### src/rtl/rlm_pkg.sv
`timescale 1ns / 1ps
package rlm_pkg;

  localparam int MAX_TXNS  = 16;
  localparam int MAX_NOTES = 16;
  localparam int IDX_W     = $clog2(MAX_TXNS);
  localparam int CNT_W     = $clog2(MAX_TXNS + 1);
  localparam int NOTE_W    = $clog2(MAX_NOTES + 1);
  localparam int ID_W      = 32;
  localparam int TS_W      = 64;

  // lock modes
  localparam logic [1:0] LK_NONE   = 2'd0;
  localparam logic [1:0] LK_SHARED = 2'd1;
  localparam logic [1:0] LK_EXCL   = 2'd2;

  // concurrency control policies
  localparam logic [1:0] CC_NO_WAIT    = 2'd0;
  localparam logic [1:0] CC_WAIT_DIE   = 2'd1;
  localparam logic [1:0] CC_WOUND_WAIT = 2'd2;
  localparam logic [1:0] CC_DETECT     = 2'd3;

  // result kinds
  localparam logic [1:0] KIND_REPLY = 2'd0;
  localparam logic [1:0] KIND_GRANT = 2'd1;
  localparam logic [1:0] KIND_WOUND = 2'd2;
  localparam logic [1:0] KIND_EDGE  = 2'd3;

  // reply status
  localparam logic [1:0] STAT_OK        = 2'd0;
  localparam logic [1:0] STAT_WAIT      = 2'd1;
  localparam logic [1:0] STAT_ABORT     = 2'd2;
  localparam logic [1:0] STAT_NOT_FOUND = 2'd3;

  // conflict kinds
  localparam logic [1:0] CONF_NONE = 2'd0;
  localparam logic [1:0] CONF_RW   = 2'd1;
  localparam logic [1:0] CONF_WW   = 2'd2;

  typedef enum logic [4:0] {
    ST_IDLE, ST_A_CHK, ST_A_PUSH, ST_A_APPEND, ST_A_EDGE_W, ST_A_EDGE_O,
    ST_A_SCAN, ST_A_FIND, ST_A_INSERT, ST_A_WOUND, ST_A_WFIN,
    ST_R_OWN, ST_R_WAIT, ST_R_WD, ST_R_REVIVE, ST_R_PROMO, ST_REPLY
  } state_t;

  typedef enum logic [4:0] {
    OP_NONE, OP_LOAD, OP_CHK, OP_PUSH, OP_APPEND, OP_EDGE_W, OP_EDGE_O,
    OP_SCAN, OP_FIND, OP_INSERT, OP_WOUND, OP_WFIN,
    OP_FIND_OWN, OP_FIND_WAIT, OP_FIND_WD, OP_REVIVE, OP_PROMOTE, OP_REPLY
  } op_t;

  typedef struct packed {
    op_t  op;
    logic start;
  } dp_cmd_t;

  typedef struct packed {
    logic       done;
    logic       hit;
    logic       conf;
    logic [1:0] mode;
    logic       wait_full;
    logic       wd_fits;
    logic       wd_one;
    logic       edge_own;
    logic       flag;
  } dp_stat_t;

  function automatic logic clash(input logic [1:0] a, input logic [1:0] b);
    return (a != LK_NONE) && (b != LK_NONE) && ((a == LK_EXCL) || (b == LK_EXCL));
  endfunction

endpackage

### src/rtl/rlm_ctrl.sv
`timescale 1ns / 1ps
module rlm_ctrl import rlm_pkg::*; (
  input  logic     clk,
  input  logic     rst_n,
  input  logic     in_valid,
  input  logic     in_command,
  output logic     in_ready,
  input  dp_stat_t stat,
  output dp_cmd_t  cmd
);

  state_t state_r, state_nxt;
  logic   entry_r;

  always_ff @(posedge clk) begin
    if (!rst_n) begin
      state_r <= ST_IDLE;
      entry_r <= 1'b0;
    end else begin
      state_r <= state_nxt;
      entry_r <= (state_nxt != state_r);
    end
  end

  always_comb begin
    state_nxt = state_r;
    unique case (state_r)
      ST_IDLE:
        if (in_valid) state_nxt = in_command ? ST_R_OWN : ST_A_CHK;
      ST_A_CHK:
        if (stat.done) begin
          priority if (!stat.conf)                state_nxt = ST_A_PUSH;
          else if (stat.mode == CC_NO_WAIT)       state_nxt = ST_REPLY;
          else if (stat.mode == CC_DETECT)
            state_nxt = stat.wait_full ? ST_REPLY : ST_A_APPEND;
          else                                    state_nxt = ST_A_SCAN;
        end
      ST_A_PUSH:   if (stat.done) state_nxt = ST_REPLY;
      ST_A_APPEND: if (stat.done) state_nxt = ST_A_EDGE_W;
      ST_A_EDGE_W: if (stat.done) state_nxt = stat.edge_own ? ST_A_EDGE_O : ST_REPLY;
      ST_A_EDGE_O: if (stat.done) state_nxt = ST_REPLY;
      ST_A_SCAN:
        if (stat.done) begin
          priority if (stat.flag && stat.mode == CC_WOUND_WAIT)
            state_nxt = stat.wd_fits ? ST_A_WOUND : ST_REPLY;
          else if (stat.flag || stat.wait_full) state_nxt = ST_REPLY;
          else                                  state_nxt = ST_A_FIND;
        end
      ST_A_FIND:   if (stat.done) state_nxt = ST_A_INSERT;
      ST_A_INSERT: if (stat.done) state_nxt = ST_REPLY;
      ST_A_WOUND:  if (stat.done) state_nxt = ST_A_WFIN;
      ST_A_WFIN:   if (stat.done) state_nxt = ST_REPLY;
      ST_R_OWN:    if (stat.done) state_nxt = stat.hit ? ST_R_PROMO : ST_R_WAIT;
      ST_R_WAIT:   if (stat.done) state_nxt = stat.hit ? ST_R_PROMO : ST_R_WD;
      ST_R_WD:
        if (stat.done) begin
          priority if (!stat.hit)  state_nxt = ST_REPLY;
          else if (stat.wd_one)    state_nxt = ST_R_REVIVE;
          else                     state_nxt = ST_R_PROMO;
        end
      ST_R_REVIVE: if (stat.done) state_nxt = ST_R_PROMO;
      ST_R_PROMO:  if (stat.done) state_nxt = ST_REPLY;
      ST_REPLY:    if (stat.done) state_nxt = ST_IDLE;
      default:     state_nxt = ST_IDLE;
    endcase
  end

  always_comb begin
    in_ready  = (state_r == ST_IDLE);
    cmd.start = entry_r;
    unique case (state_r)
      ST_IDLE:     cmd.op = in_valid ? OP_LOAD : OP_NONE;
      ST_A_CHK:    cmd.op = OP_CHK;
      ST_A_PUSH:   cmd.op = OP_PUSH;
      ST_A_APPEND: cmd.op = OP_APPEND;
      ST_A_EDGE_W: cmd.op = OP_EDGE_W;
      ST_A_EDGE_O: cmd.op = OP_EDGE_O;
      ST_A_SCAN:   cmd.op = OP_SCAN;
      ST_A_FIND:   cmd.op = OP_FIND;
      ST_A_INSERT: cmd.op = OP_INSERT;
      ST_A_WOUND:  cmd.op = OP_WOUND;
      ST_A_WFIN:   cmd.op = OP_WFIN;
      ST_R_OWN:    cmd.op = OP_FIND_OWN;
      ST_R_WAIT:   cmd.op = OP_FIND_WAIT;
      ST_R_WD:     cmd.op = OP_FIND_WD;
      ST_R_REVIVE: cmd.op = OP_REVIVE;
      ST_R_PROMO:  cmd.op = OP_PROMOTE;
      ST_REPLY:    cmd.op = OP_REPLY;
      default:     cmd.op = OP_NONE;
    endcase
  end

endmodule

### config.mk
export PLATFORM = sky130hd
export DESIGN_NAME = rlm_ctrl
export DESIGN_NICKNAME = d
export VERILOG_FILES = /design/src/rtl/rlm_pkg.sv /design/src/rtl/rlm_ctrl.sv
export SDC_FILE = /design/constraint.sdc
export NUM_CORES = 1
export LEC_CHECK = 0
export BUFFER_PORTS_ARGS = -buffer_cell sky130_fd_sc_hd__buf_2
export CORE_MARGIN = 1
export CORE_UTILIZATION = 54
export DETAILED_ROUTE_END_ITERATION = 8
export GPL_TIMING_DRIVEN = 0
export PLACE_DENSITY = 0.84
export SETUP_SLACK_MARGIN = 0.02
export SLEW_MARGIN = 40
export SYNTH_ARGS = -nofsm -noshare
export SYNTH_HDL_FRONTEND = slang
export SYNTH_SLANG_ARGS = --single-unit
export TNS_END_PERCENT = 10
### constraint.sdc
create_clock -name clk -period 2.47 [get_ports clk]
set_input_delay 0.3705 -clock clk [delete_from_list [all_inputs] [get_ports clk]]
set_output_delay 0.3705 -clock clk [all_outputs]
set_load 0.02 [all_outputs]
==> results.md, run 1 <==
* Status: complete, no violations
* Mapped Nets at 160
* Detailed Route WL at 3147 um
* CTS root buf: clkbuf_4
* CTS tree: yes
* Worst EP required at 2100 ps
* Total design power at 816.5 uW
* Layout cells sized above 1 at 26.83%
* Post_cts resized at 0
* Cts bufs inserted at 3
* Setup CP Type: reg2out
* DR DRC count at 0
* Leak Pwr at 0.5070 nW
* Initial antenna violation count at 0
* Met1 Usage GRT at 42.52%
* TritonRoute pass-1 iters at 5
* Final Net Count at 183
* Power Dens Cells at 700.2 nW/um^2
* Hold WS at 434.8 ps
* Layout fillers at 180
* Slew HR at 59.90%
* R2r startpoint: state_r[1]$_SDFF_PN0_
* Chip Width at 45.48 um
* Fin cells at 189
* Synth Cell Area at 1021 sq um
* Clock latency on the worst-skew pair at 240 ps
* Io pins at 21
* Period utilisation layout at 87.01%
* Global-route wire length before repair at 4995 um
* RSZ-0062 raised after global routing: false
* Clock Path Buffers at 2
* Placed cells at 187
* Worst setup EP type: output pin
* Post-CTS setup repair buffer count at 0
* Post-Route Setup TNS at 0 ps
* Worst Max-Slew Pin Slew at 593.2 ps
* Busiest layer in global routing: met2
* DR vias at 1,263
* Worst EP arrival at 1780 ps
* Most used DFF post-synth: dfxtp_1
* Total gr overflow at 0
* Launching element type of the critical path: flop
* Area of the multi-input gates at 783.3 sq um
* R2R depth at 6
* Die ar. at 2068 sq um
* Row cnt at 15
* Fmax at 0.4653 GHz
* HP Class: in2reg
* Final Hold Fails at 0
* CP max FO at 10
* FF+latch area at 120.1 sq um
* Synthesized area per cell at 7.140 sq um
* Tmin final at 2149 ps
* M3 GR Usage at 7.937%
* Post-synth cell types at 58
* Pins Over Slew Limit at 0
* ANT cells at 0
* IO Port Bufs at 19
* Clock slew at reported path FFs at 50 ps
* Final ANT Viol Nets at 0
* Final Wtd Congestion at 0.9875
* DIE HEIGHT at 45.48 um
* Hold path cells at 2
* Max_cap viols at 0
* Worst Setup SP: state_r[4]$_SDFF_PN0_
* Clk_skew at 3.886 ps
* Yosys reg bits at 6
* Synth top area share at 11.76%
* HPWL Detailed at 2405 um
* Final setup fails at 0
* Avg Vias per Cell at 6.683
* Ys async rst share at 0%
* Synth Instances at 143
* Top cells by count, synth: 10 x nand2_1, 10 x nor2_1, 8 x o21ai_0
* Hold_buf cts at 0
* Met2 Resource Use GR at 53.71%
* Total global-route track usage at 33.03%
* Synthesis-to-finish area growth at 14.22%
* Post-synth EDFFs at 0
* Max rail drop VDD at 0.0004868 V
* Pin count of the biggest net entering global routing at 11
* Register area share after synthesis at 11.76%
* TritonCTS Sinks at 6
* HP Start: rst_n
* Area contributors post-synth: dfxtp_1 12%, o21ai_0 3.9%, ha_1 3.7%, nand2_1 3.7%, nor2_1 3.7%
* Drt wl/cell at 16.65 um
* Vias in the first global route at 1,090
* Core box area at 1745 sq um
* Cell taking the most area after synthesis: dfxtp_1
* Synth warn at 0
* H-tree Lvls at 1
* Starting Density at 58.49%
* Detailed Route Iter0 Violations at 120
## flip-flops by register name (all words and copies together) (netlist names)
signal	cells
state_r	5
entry_r	1
## per-layer routing
metal / share of wire [%] / routed length, um / vias up
li1: - / - / 579
met2: 44 / 1379 / 100
met4: 4.4 / 139 / 0
met5: 0 / 0 / -
met3: 12 / 371 / 23
met1: 40 / 1257 / 561
## cell usage in the layout (no fill, tap or decap), types with 3 or more instances in the layout
cell type,synthesis,layout
a41o_1,3,3
a21boi_0,4,4
o21ai_0,8,8
xnor2_1,3,3
nand3_1,6,6
a21oi_1,7,7
clkbuf_4,0,3
nand2b_1,5,5
nor2_1,10,10
nand4_1,3,3
nor3_1,5,5
nand2_1,10,10
dfxtp_1,6,6
buf_4,4,4
a211oi_1,3,3
inv_1,4,4
buf_2,6,25
ha_1,3,3
## worst paths after layout
check / slack, ps / to
worst max-delay path: 320 / cmd[1]
worst min-delay path: 430 / state_r[4]$_SDFF_PN0_
worst max register to register: 440 / entry_r$_SDFF_PN0_
worst min register to register: 730 / state_r[2]$_SDFF_PN0_
## area by class of cell
class | instances | area share, %
Multi-Input combinational cell | 116 | 67.17
Tap cell | 25 | 2.682
Inverter | 6 | 2.039
Clock buffer | 3 | 1.931
Sequential cell | 6 | 10.30
Buffer | 14 | 7.725
Timing Repair Buffer | 19 | 8.154
## kinds of logic (layout without fill, tap and decap cells)
group / after synthesis / in the layout / share of synthesized area, %
compound gates: 48 / 48 / 34.68
xor+xnor: 5 / 5 / 4.290
fa+ha+maj: 3 / 3 / 3.677
buf+inv: 21 / 42 / 11.52
flops: 6 / 6 / 11.77
mux: 2 / 2 / 1.961
simple gates: 58 / 58 / 32.11
## metrics by stage
stage | area (sq um) | setup WS [ps] | utilization (%)
floorplan | 1021 | 595.3 | -
CTS | 1170 | 176.6 | 67.03
finish | 1166 | 320.7 | 66.81
global route | 1166 | 228.3 | 66.81
detailed placement | 1147 | 372.2 | 65.73
global placement | 1147 | 401.8 | 65.73
## power breakdown
part / switching, mW / internal [mW]
Sequential: 0.00935 / 0.120
Clock: 0.0343 / 0.0549
Combinational: 0.367 / 0.231
## worst max-delay path: stages, from the launching register on
cell and delay (ps):
dfxtp_1 410, buf_4 210, clkbuf_1 410, nor3_1 120, a211oi_1 200, buf_2 190
No activity file was read; power rests on OpenSTA's default activity.
==> run 2, diff against run 1 <==
CORE_UTILIZATION = 49   (was 54)
PLACE_DENSITY = 0.8   (was 0.84)
clock period = 1.9 ns   (was 2.47 ns; I/O delays follow)
==> run 2 against run 1 <==
Effect of this change:
- count of clock-buffer cells in the layout did not move
- global-route usage fell by 0.85 points
- non-clock buffer count rose by 1
- utilization fell by 3.7 points
- final area rose by 6.2%
- via count rose by 0.79%
- critical path type is now reg2reg
- critical endpoint is now entry_r$_SDFF_PN0_
- largest cell class unchanged
==> results.md, run 2 (synthesized netlist as in run 1, its figures left out) <==
* Status: complete, no violations
* Fmax at 0.5283 GHz
* CTS tree: yes
* Worst R2R Setup Slack at 7 ps (-430 ps)
* CP bufs+invs at 2 (-1)
* Total design power at 1.153 mW (+41%)
* TritonRoute pass-1 iters at 4 (-1)
* Total global-route track usage at 32.18% (-0.85 points)
* Post-route cell area at 1239 sq um (+6.2%)
* Chip Width at 47.65 um (+4.8%)
* HPWL Detailed at 2414 um (+0.36%)
* Setup ws final at 7.001 ps (-313.7 ps)
* Hold WS at 341.0 ps (-93.83 ps)
* Layout fillers at 215 (+19%)
* Worst Setup SP: state_r[3]$_SDFF_PN0_
* DP Area at 1150 sq um (+0.22%)
* Leak Pwr at 0.5255 nW (+3.7%)
* Initial antenna violation count at 0 (unchanged)
* R2R depth at 7 (+1)
* Total gr overflow at 0 (unchanged)
* CTS root buf: clkbuf_4
* Worst-path cell chain: clkbuf_4 > buf_2 > o21ba_2 > nor2_1 > a31o_2 > a311oi_1 > o41a_1
* Switching power total at 577.2 uW (+41%)
* Pin count of the biggest net entering global routing at 11 (unchanged)
* Clock slew at reported path FFs at 50 ps (about the same)
* Cts bufs inserted at 3 (unchanged)
* Clock power frac at 11.2% (+0.3 points)
* Avg Vias per Cell at 6.630 (-0.78%)
* Final Net Count at 184 (+0.55%)
* Layout cells sized above 1 at 31.52% (+4.7 points)
* Clk_skew at 8.712 ps (+4.825 ps)
* Period utilisation layout at 99.63%
* Row cnt at 16 (+1)
* Clock Path Buffers at 2 (unchanged)
* Io pins at 21 (unchanged)
* R2r startpoint: state_r[3]$_SDFF_PN0_
* RSZ-0062 raised after global routing: true
* Placed cells at 189 (+1.1%)
* Hold path cells at 2 (unchanged)
* Synthesis-to-finish area growth at 21.32%
* Logic pwr share at 73.9% (+0.7 points)
* Crit path max-delay family: compound AO/OA/AOI/OAI gates
* DIE HEIGHT at 47.65 um (+4.8%)
* Final Wtd Congestion at 1.036 (+4.9%)
* Reg with most FFs: state_r
* IO Port Bufs at 19 (unchanged)
* Final Hold Fails at 0 (unchanged)
* Max rail drop VDD at 0.0005313 V (+9.2%)
* ANT cells at 0 (unchanged)
* Commonest cells after routing, fill and taps aside: 19 x buf_2, 10 x nand2_1, 9 x nor2_1
* Worst Max-Slew Pin Slew at 484.3 ps (-108.9 ps)
* CP max stage delay at 390 ps (-20 ps)
* Internal power at 575.7 uW (+42%)
* Starting Density at 52.04% (-6.5 points)
* TritonCTS Sinks at 6 (unchanged)
* Max reg flops at 5 (unchanged)
* Final setup fails at 0 (unchanged)
* Pins Over Slew Limit at 0 (unchanged)
* Detailed Route Iter0 Violations at 86 (-28%)
* Worst EP arrival at 2090 ps (+310 ps)
* H-tree Lvls at 1 (unchanged)
* Commonest non-fill, non-tap cell in the layout: buf_2
* Max_cap viols at 0 (unchanged)
* Vias in the first global route at 1,066 (-2.2%)
* Post-CTS setup repair buffer count at 0 (unchanged)
* Detailed Route WL at 3324 um (+5.6%)
* Slew HR at 67.71% (+7.8 points)
* Die ar. at 2270 sq um (+9.7%)
* CP max FO at 10 (unchanged)
* Slowest CP cell: a311oi_1
* Clock latency on the worst-skew pair at 260 ps (+20 ps)
* WP depth at 7 (+2)
* Reg power frac at 15.0% (-0.8 points)
* Launching element type of the critical path: flop
* Sw Ratio at 50.06% (-0.19 points)
* Hold_buf cts at 0 (unchanged)
* Power Dens Cells at 930.7 nW/um^2 (+33%)
* R2r endpoint: entry_r$_SDFF_PN0_
* Tmin final at 1893 ps
* Core box area at 1962 sq um (+12%)
* Worst setup EP type: flop
* HP Class: in2reg
* Leading registers by flop count: state_r: 5 flops, entry_r: 1 flops
* Fin cells at 192 (+1.6%)
* Final ANT Viol Nets at 0 (unchanged)
* Worst EP required at 2090 ps (about the same)
* Crit path to: entry_r$_SDFF_PN0_
* Setup CP Type: reg2reg
* DR DRC count at 0 (unchanged)
* Drt wl/cell at 17.31 um (+4.0%)
* Global-route wire length before repair at 5023 um (+0.56%)
* DR vias at 1,273 (+0.79%)
* Pre-CTS setup slack at -104.9 ps (-477.1 ps)
run 2: cell types whose count changed in the layout (fill, tap and decap cells not counted), moves of 2 or more:
cell,change
nor4b_1,-2
clkbuf_4,+2
buf_6,+2
buf_2,-6
buf_4,+4
run 2: through the flow:
step                      utilization, %  TNS [ps]
after global placement             58.61    -107.5
after global routing               63.14    -75.93
after floorplan                        -         0
final                              63.14         0
after CTS                          60.91         0
after detailed placement           58.61    -106.4
run 2: worst min-delay path by stage:
stage / start / end / slack [ps]
final: rst_n / state_r[4]$_SDFF_PN0_ / 340
after global routing: rst_n / entry_r$_SDFF_PN0_ / 330
after CTS: rst_n / entry_r$_SDFF_PN0_ / 340
after detailed placement: rst_n / entry_r$_SDFF_PN0_ / 600
after global placement: rst_n / entry_r$_SDFF_PN0_ / 600
after floorplan: rst_n / entry_r$_SDFF_PN0_ / 420
run 2: layout make-up:
cell class	instances	area, sq um	share of cell area (%)
plain buffers	15	118.9	9.596
clock buffers	3	22.52	1.818
inverters	6	23.77	1.919
multi-input cells	116	818.3	66.06
flip-flops and latches	6	121.4	9.798
well taps	27	33.78	2.727
repair buffers	19	100.1	8.081
run 2: power by group through the flow:
stage | registers [mW] | logic (mW) | clock network (mW)
after floorplan | 0.166 | 0.574 | 0
after global placement | 0.169 | 0.758 | 0
after detailed placement | 0.170 | 0.763 | 0
after CTS | 0.169 | 0.787 | 0.126
after global routing | 0.175 | 0.922 | 0.132
final | 0.172 | 0.852 | 0.129
run 2: repair_timing:
item | 4_1_cts | 5_1_grt
gates resized for setup | 9 | 13
setup endpoints to repair | 5 | 4
pin swaps | 0 | 1
run 2: layer usage:
layer	vias to the layer above	global-route usage [%]	wire [um]
li1	581	-	-
met1	561	42.32	1191
met2	108	52.33	1563
met3	23	6.792	423
met4	0	10.56	145
met5	-	0	0
==> run 3, diff against run 2 <==
CORE_MARGIN = 2   (was 1)
clock period = 1.6 ns   (was 1.9 ns; I/O delays follow)
==> run 3 against run 2 <==
Effect of this change:
- the flow now finishes with violations (negative setup slack)
- clock power increased by 17%
- critical path depth is 1 lower
- hold slack got worse by 60 ps
- utilization up 9.3 points
- power up 38%
- maximum frequency grew 3.7%
- die area rose by 8.6%
- final area increased by 15%
- clock skew is 0.98 ps lower
- global-route usage up 1.1 points
- combinational power up 44%
- sequential cell count stayed put
- critical path type unchanged
- largest power group unchanged
==> results.md, run 3 (synthesized netlist as in run 1, its figures left out) <==
* Starting Density at 52.04% (unchanged)
* TritonCTS Sinks at 6 (unchanged)
* HPWL Detailed at 2480 um (+2.7%)
* Final Wtd Congestion at 0.9827 (-5.2%)
* Clk_skew at 7.733 ps (-0.9789 ps)
* ANT cells at 0 (unchanged)
* Total global-route track usage at 33.29% (+1.1 points)
* Pre-CTS setup slack at -384.3 ps (-279.3 ps)
* Hold_buf cts at 0 (unchanged)
* Initial antenna violation count at 0 (unchanged)
* R2r endpoint: entry_r$_SDFF_PN0_
* Reg power frac at 13.0% (-2.0 points)
* Hold WS at 280.5 ps (-60.42 ps)
* R2r startpoint: state_r[1]$_SDFF_PN0_
* Sw Ratio at 48.43% (-1.6 points)
* Total gr overflow at 0 (unchanged)
* Io pins at 21 (unchanged)
* Max_cap viols at 0 (unchanged)
* Power Dens Cells at 1117 nW/um^2 (+20%)
* Post-route cell area at 1421 sq um (+15%)
* Detailed Route WL at 3840 um (+16%)
* Total design power at 1.588 mW (+38%)
* Chip Width at 49.65 um (+4.2%)
* Fin cells at 200 (+4.2%)
* CTS root buf: clkbuf_4
* TritonRoute pass-1 iters at 4 (unchanged)
* Status: finished, violations left
* Synthesis-to-finish area growth at 39.22%
* Worst EP required at 1740 ps (-350 ps)
* Pins Over Slew Limit at 0 (unchanged)
* Worst EP arrival at 1970 ps (-120 ps)
* Final Net Count at 192 (+4.3%)
* Final setup fails at 7 (+7)
* CTS tree: yes
* R2R depth at 6 (-1)
* Clock Path Buffers at 2 (unchanged)
* HP Class: in2reg
* Leading registers by flop count: state_r: 5 flops, entry_r: 1 flops
* Hold path cells at 2 (unchanged)
* Core box area at 1962 sq um (unchanged)
* DIE HEIGHT at 49.65 um (+4.2%)
* Global-route wire length before repair at 6334 um (+26%)
* Clock latency on the worst-skew pair at 250 ps (about the same)
* RSZ-0062 raised after global routing: true
* Final Hold Fails at 0 (unchanged)
* Row cnt at 16 (unchanged)
* Max rail drop VDD at 0.0009314 V (+75%)
* Slew HR at 69.57% (+1.9 points)
* Worst Hold Path EP: entry_r$_SDFF_PN0_
* DR vias at 1,341 (+5.3%)
* Worst Max-Slew Pin Slew at 456.5 ps (-27.81 ps)
* DR DRC count at 0 (unchanged)
* Crit path max-delay family: simple AND/OR/NAND/NOR gates
* Final ANT Viol Nets at 0 (unchanged)
* Setup CP Type: reg2reg
* Slowest CP cell: or4_4
* Failing checks: negative setup slack
* Commonest non-fill, non-tap cell in the layout: buf_4
* Setup ws final at -226.0 ps (-233.0 ps)
* Layout cells sized above 1 at 42.77% (+11 points)
* DP Area at 1166 sq um (+1.4%)
* Avg Vias per Cell at 6.705 (+1.1%)
* CP max stage delay at 450 ps (+60 ps)
* Clock power frac at 9.5% (-1.7 points)
* Core occupancy in the finished layout at 72.45% (+9.3 points)
* IO Port Bufs at 19 (unchanged)
* Clock slew at reported path FFs at 50 ps (about the same)
* Detailed Route Iter0 Violations at 68 (-21%)
* Max reg flops at 5 (unchanged)
* Placed cells at 189 (unchanged)
* Internal power at 818.7 uW (+42%)
* Reg with most FFs: state_r
* Die ar. at 2465 sq um (+8.6%)
* Drt wl/cell at 19.20 um (+11%)
* Logic pwr share at 77.5% (+3.6 points)
* Vias in the first global route at 1,286 (+21%)
* H-tree Lvls at 1 (unchanged)
* CP max FO at 9 (-1)
* Leak Pwr at 0.5981 nW (+14%)
* Commonest cells after routing, fill and taps aside: 18 x buf_4, 13 x buf_2, 9 x nand2_1
* HP Start: rst_n
* Worst-path cell chain: buf_6 > and2b_1 > a32oi_2 > or4_4 > and2_1 > o41a_1
* Worst R2R Setup Slack at -230 ps (-230 ps)
* Tmin final at 1826 ps (-66.97 ps)
* Switching power total at 768.9 uW (+33%)
* Post-Route Setup TNS at -648.8 ps (-648.8 ps)
* Period utilisation layout at 114.1% (+14 points)
* CP bufs+invs at 1 (-1)
* Fmax at 0.5476 GHz (+3.7%)
* Launching element type of the critical path: flop
* Pin count of the biggest net entering global routing at 11 (unchanged)
* Worst setup EP type: flop
* Cts bufs inserted at 3 (unchanged)
-- run 3: changes by cell type in the layout (fill, tap and decap cells not counted), sizes merged --
| cell | previous run | this run |
|---|---|---|
| buf | 31 | 40 |
| clkbuf | 6 | 5 |
| clkinv | 2 | 1 |
| clkinvlp | 0 | 1 |
-- run 3: timing repair --
item,in CTS,in global routing
pin swaps,2,6
gates resized for setup,35,18
buffers inserted,7,1
setup endpoints to repair,12,12
-- run 3: cell type report --
cell class	count	area, sq um
multi-input combinational	116	887.1
fill	159	540.5
timing repair buffer	27	173.9
buffer	15	152.6
sequential	6	123.9
tap	27	33.78
inverter	6	27.53
clock buffer	3	22.52
-- run 3: worst register-to-register path: stages (launching register included) --
cell     delay, ps
dfxtp_1        320
buf_6          140
and2b_1        210
a32oi_2         90
or4_4          450
and2_1         160
o41a_1         350
-- run 3: worst max path at each step --
stage / start / endpoint / slack, ps / depth (start not counted)
2_1_floorplan: state_r[4]$_SDFF_PN0_ / entry_r$_SDFF_PN0_ / -90 / 6
3_3_place_gp: state_r[4]$_SDFF_PN0_ / entry_r$_SDFF_PN0_ / -350 / 6
3_5_place_dp: state_r[0]$_SDFF_PN0_ / cmd[4] / -380 / 7
4_1_cts: state_r[1]$_SDFF_PN0_ / entry_r$_SDFF_PN0_ / -150 / 6
5_1_grt: state_r[1]$_SDFF_PN0_ / entry_r$_SDFF_PN0_ / -270 / 6
6_report: state_r[1]$_SDFF_PN0_ / entry_r$_SDFF_PN0_ / -230 / 6
-- run 3: routing by layer --
| layer | track usage [%] | vias up | share of wire, % |
|---|---|---|---|
| met5 | 0 | - | 0 |
| met4 | 13.43 | 0 | 5.2 |
| met3 | 6.970 | 27 | 13 |
| met2 | 54.89 | 118 | 45 |
| met1 | 41.88 | 595 | 37 |
| li1 | - | 601 | - |
-- run 3: power by group through the flow --
| stage | clock, mW | combinational (mW) | sequential [mW] |
|---|---|---|---|
| floorplan | 0 | 0.695 | 0.197 |
| global placement | 0 | 0.925 | 0.201 |
| detailed placement | 0 | 0.928 | 0.201 |
| CTS | 0.145 | 1.10 | 0.204 |
| global route | 0.174 | 1.31 | 0.210 |
| finish | 0.151 | 1.23 | 0.206 |
